[config.mk]
export PLATFORM = sky130hd
export DESIGN_NAME = cdq_queue
export DESIGN_NICKNAME = d
export VERILOG_FILES = /design/src/hdl/cdq_pkg.sv /design/src/hdl/cdq_queue.sv
export SDC_FILE = /design/constraint.sdc
export NUM_CORES = 1
export LEC_CHECK = 0
export BUFFER_PORTS_ARGS = -buffer_cell sky130_fd_sc_hd__buf_4
export CAP_MARGIN = 20
export CORE_MARGIN = 1
export CORE_UTILIZATION = 56
export CTS_CLUSTER_DIAMETER = 80
export DETAILED_ROUTE_END_ITERATION = 8
export PLACE_DENSITY_LB_ADDON = 0.12
export SYNTH_ARGS = -nofsm -noshare
export SYNTH_HDL_FRONTEND = slang
export SYNTH_SLANG_ARGS = --single-unit
[constraint.sdc]
create_clock -name clk -period 6.6 [get_ports clk]
set_input_delay 0.33 -clock clk [delete_from_list [all_inputs] [get_ports clk]]
set_output_delay 0.33 -clock clk [all_outputs]
set_load 0.03 [all_outputs]
[src/hdl/cdq_pkg.sv]
// Shared types and codes for the circular deque.
// Request and result structs, operation and status codes, back-end states.
// No dependencies.
`default_nettype none

package cdq_pkg;

    localparam int KIND_W = 4;
    localparam int VAL_W  = 32;
    localparam int POS_W  = 11;
    localparam int CNT_W  = 11;

    // Request kind codes as they arrive on the command port
    localparam logic [KIND_W-1:0] KIND_PUSH_BACK  = 4'd0;
    localparam logic [KIND_W-1:0] KIND_PUSH_FRONT = 4'd1;
    localparam logic [KIND_W-1:0] KIND_POP_BACK   = 4'd2;
    localparam logic [KIND_W-1:0] KIND_POP_FRONT  = 4'd3;
    localparam logic [KIND_W-1:0] KIND_READ_FRONT = 4'd4;
    localparam logic [KIND_W-1:0] KIND_READ_BACK  = 4'd5;
    localparam logic [KIND_W-1:0] KIND_READ_INDEX = 4'd6;
    localparam logic [KIND_W-1:0] KIND_CLEAR      = 4'd7;
    localparam logic [KIND_W-1:0] KIND_RESIZE     = 4'd8;

    typedef enum logic [3:0] {
        OP_PUSH_BACK,
        OP_PUSH_FRONT,
        OP_POP_BACK,
        OP_POP_FRONT,
        OP_READ_FRONT,
        OP_READ_BACK,
        OP_READ_INDEX,
        OP_CLEAR,
        OP_RESIZE,
        OP_NOP
    } op_t;

    typedef enum logic [1:0] {
        ST_OK    = 2'd0,
        ST_UNDER = 2'd1,
        ST_RANGE = 2'd2,
        ST_OVER  = 2'd3
    } status_t;

    typedef enum logic [1:0] {
        BK_IDLE,
        BK_READ,
        BK_FILL
    } back_state_t;

    typedef struct packed {
        logic [KIND_W-1:0] kind;
        logic [VAL_W-1:0]  value;
        logic [POS_W-1:0]  position;
    } cmd_t;

    typedef struct packed {
        logic [VAL_W-1:0] read_data;
        logic [CNT_W-1:0] count;
        logic             is_empty;
        logic             is_full;
        status_t          status;
    } rsp_t;

    // Classified request as it sits in the queue between front and back
    typedef struct packed {
        op_t              op;
        logic [VAL_W-1:0] value;
        logic [POS_W-1:0] position;
    } entry_t;

endpackage

`default_nettype wire

[src/hdl/cdq_queue.sv]
// Two-entry request queue between front and back of the circular deque.
// Depends on cdq_pkg.
`default_nettype none

module cdq_queue (
    input  wire logic             clk,
    input  wire logic             rst_n,
    input  wire logic             push,
    input  wire cdq_pkg::entry_t  push_entry,
    input  wire logic             pop,
    output logic                  full,
    output logic                  valid,
    output cdq_pkg::entry_t       head_entry
);
    import cdq_pkg::*;

    entry_t     entries_reg [2];
    logic       wr_ptr_reg;
    logic       wr_ptr_next;
    logic       rd_ptr_reg;
    logic       rd_ptr_next;
    logic [1:0] fill_reg;
    logic [1:0] fill_next;

    assign full       = (fill_reg == 2'd2);
    assign valid      = (fill_reg != 2'd0);
    assign head_entry = entries_reg[rd_ptr_reg];

    always_comb
    begin
        wr_ptr_next = push ? !wr_ptr_reg : wr_ptr_reg;
        rd_ptr_next = pop ? !rd_ptr_reg : rd_ptr_reg;
        fill_next   = fill_reg + {1'b0, push} - {1'b0, pop};
    end

    always_ff @(posedge clk or negedge rst_n)
    begin
        if (!rst_n)
        begin
            wr_ptr_reg <= 1'b0;
            rd_ptr_reg <= 1'b0;
            fill_reg   <= 2'd0;
        end
        else
        begin
            wr_ptr_reg <= wr_ptr_next;
            rd_ptr_reg <= rd_ptr_next;
            fill_reg   <= fill_next;
        end
    end

    always_ff @(posedge clk)
    begin
        if (push)
        begin
            entries_reg[wr_ptr_reg] <= push_entry;
        end
    end

endmodule

`default_nettype wire

==> impl_metrics.py <==
metrics = {
    "global_route": {
        "grt_start_max_net_pins": 48,
        "grt_pass1_wl_um": 9090,
        "grt.total_usage": 0.177,
        "antenna_found_initial": 0,
        "first_global_vias": 1837,
        "grt-ovfl-total": 0,
    },
    "critical_path": {
        "reg2reg_slack_ns": 4.72,
        "path_max_fanout": 29,
        "reg2reg_depth": 2,
        "crit_required_ns": 6.27,
        "reg2reg_to": "entries_reg[0][42]",
        "crit_arrival_ns": 2.11,
        "worstReg2RegStart": "wr_ptr_reg",
        "endpoint_kind": "output port",
        "start_kind": "flip-flop",
        "crit_type": "reg -> out",
    },
    "sta": {
        "finalHoldViolations": 0,
        "setup_violations": 0,
        "fin_skew_ns": 0.00799,
        "period_needed_ns": 2.44,
        "max_freq_ghz": 0.410,
        "post-route-period-util": 0.370,
        "setup_slack_ns": 4.16,
        "max_slew_margin": 0.388,
        "fin_setup_tns_ns": 0,
        "worstMarginPinSlew_ns": 0.916,
        "maxSlewViolCount": 0,
        "rsz0062_at_grt": "false",
    },
    "yosys": {
        "synth_seq_cells": 98,
        "seq_area_frac_synth": 0.796,
        "syn_avg_cell_area_um2": 22.8,
        "synthCells": 161,
        "synth.largest_area_cell": "edfxtp_1",
        "netlist.area_leader.share": 0.769,
        "ys_warn_count": 0,
        "ys_top_cells_by_area": "edfxtp_1, mux2_2, mux2_4, dfrtp_1, buf_6",
        "synth_cell_types": 13,
        "syn_nets": 214,
        "syn-cell-area_um2": 3670,
    },
    "cts": {
        "clk_pin_slew_ns": 0.09,
        "cts_tree": "done",
        "clk_path_buf_depth": 2,
        "insertion_delay_ns": 0.34,
        "cts-root-buf": "clkbuf_8",
        "htree_num_levels": 3,
        "clkSinkCount": 98,
        "cts_buffers": 9,
    },
    "routing": {
        "wirelength_um": 5650,
        "wire_per_inst_um": 16.0,
        "vias": 1799,
        "drt-initial-drc-count": 76,
        "ant_nets": 0,
        "vias_per_cell": 5.11,
        "first_pass_iters": 4,
        "drc_errors": 0,
    },
    "finish": {
        "area_growth_pct": 28.3,
        "final_common_cell": "buf_4",
        "nets": 323,
        "drive_gt1_frac": 0.604,
        "largest_reg_flops": 94,
        "filler_cell_count": 384,
        "final_cell_mix": "buf_4, edfxtp_1, mux2_2, mux2_4, clkbuf_8",
        "final_cell_area_um2": 4710,
        "antennaDiodeCount": 0,
        "post-route-util": 0.741,
    },
    "placement": {
        "dpl_cell_area_um2": 4490,
        "place_ws_ns": 4.52,
        "globalplace.congestion": 0.683,
        "io_buffers": 99,
        "dpl.hpwl_um": 3770,
    },
    "floorplanning": {
        "dieHeight_um": 83.0,
        "die_area_um2": 6880,
        "start_util": 0.578,
        "rows": 29,
        "die_x_um": 83.0,
        "ioPinCount": 100,
        "core_area_um2": 6350,
    },
    "run": {
        "max_cap_violations": 0,
    },
    "worst_hold_path": {
        "holdPathEnd": "entries_reg[0][2]",
        "holdCritStartpoint": "push_entry[2]",
        "hold_class": "in -> reg",
        "holdPathStages": 1,
    },
    "power_and_ir_drop": {
        "powerDensity_nw_per_um2": 442,
        "max-vdd-ir-drop_uv": 264,
        "power_leakage_nw": 1.85,
    },
    "outcome": {
        "status": "finished clean",
    },
}
==> report_power, final <==
group / internal [mW] / total, mW / switching (mW)
clock: 0.174 / 0.362 / 0.188
combinational: 0.371 / 0.835 / 0.464
sequential: 0.827 / 0.884 / 0.0578
==> cell type report <==
cell class	count	area, µm²	area share
Sequential cell	98	2920	0.621
Inverter	2	7.51	0.00159
Multi-Input combinational cell	56	704	0.150
Clock buffer	11	131	0.0279
Tap cell	77	96.3	0.0205
Clock inverter	5	55.1	0.0117
Timing Repair Buffer	103	788	0.167
==> synth_stat cells <==
| master | instances |
|---|---|
| and2_1 | 1 |
| buf_2 | 2 |
| buf_6 | 3 |
| dfrtp_1 | 4 |
| edfxtp_1 | 94 |
| ha_1 | 2 |
| inv_1 | 2 |
| mux2_2 | 27 |
| mux2_4 | 20 |
| nor2b_1 | 2 |
| or2_2 | 1 |
| xor2_1 | 2 |
| xor3_1 | 1 |
==> how the worst max path moves through the flow <==
stage	depth (start not counted)	from	to
floorplan	1	wr_ptr_reg	entries_reg[0][0]
global placement	3	rd_ptr_reg	head_entry[2]
detailed placement	3	rd_ptr_reg	head_entry[3]
CTS	3	rd_ptr_reg	head_entry[3]
global route	3	rd_ptr_reg	head_entry[3]
finish	3	rd_ptr_reg	head_entry[3]
==> layer usage <==
metal / wire, µm / vias to the layer above / share of wire / GRT usage
met5: 0 / - / 0 / 0
met4: 76 / 0 / 0.013 / 0.0799
met3: 294 / 8 / 0.052 / 0.0417
met2: 2960 / 60 / 0.52 / 0.295
met1: 2320 / 882 / 0.41 / 0.221
li1: - / 849 / - / -
==> logic make-up after synthesis <==
kind of cell | after synthesis | share of synthesized area
XOR/XNOR | 3 | 0.0113
adder cells (fa/ha/maj) | 2 | 0.00682
buffers and inverters | 7 | 0.0140
flip-flops | 98 | 0.796
multiplexers | 47 | 0.165
AND/OR/NAND/NOR | 4 | 0.00682
==> stage by stage <==
stage	std cells	hold WS (ns)	power, mW
6_report	352	0.163	2.08
2_1_floorplan	161	0.0344	1.48
3_3_place_gp	334	0.128	1.72
4_1_cts	351	0.145	2.10
5_1_grt	352	0.141	2.17
3_5_place_dp	334	0.132	1.74
==> critical path, stage by stage, from the launching register on <==
cell and delay [ns]:
dfrtp_2 0.68, buf_4 0.51, mux2_2 0.40, buf_4 0.17
==> what timing repair did <==
item | in CTS | in global routing
endpoints found under the hold margin | 4 | 0
buffers inserted | 0 | 0
hold buffers | 1 | 0
resized for setup | 0 | 0
Power figures use the tool's default switching activity.
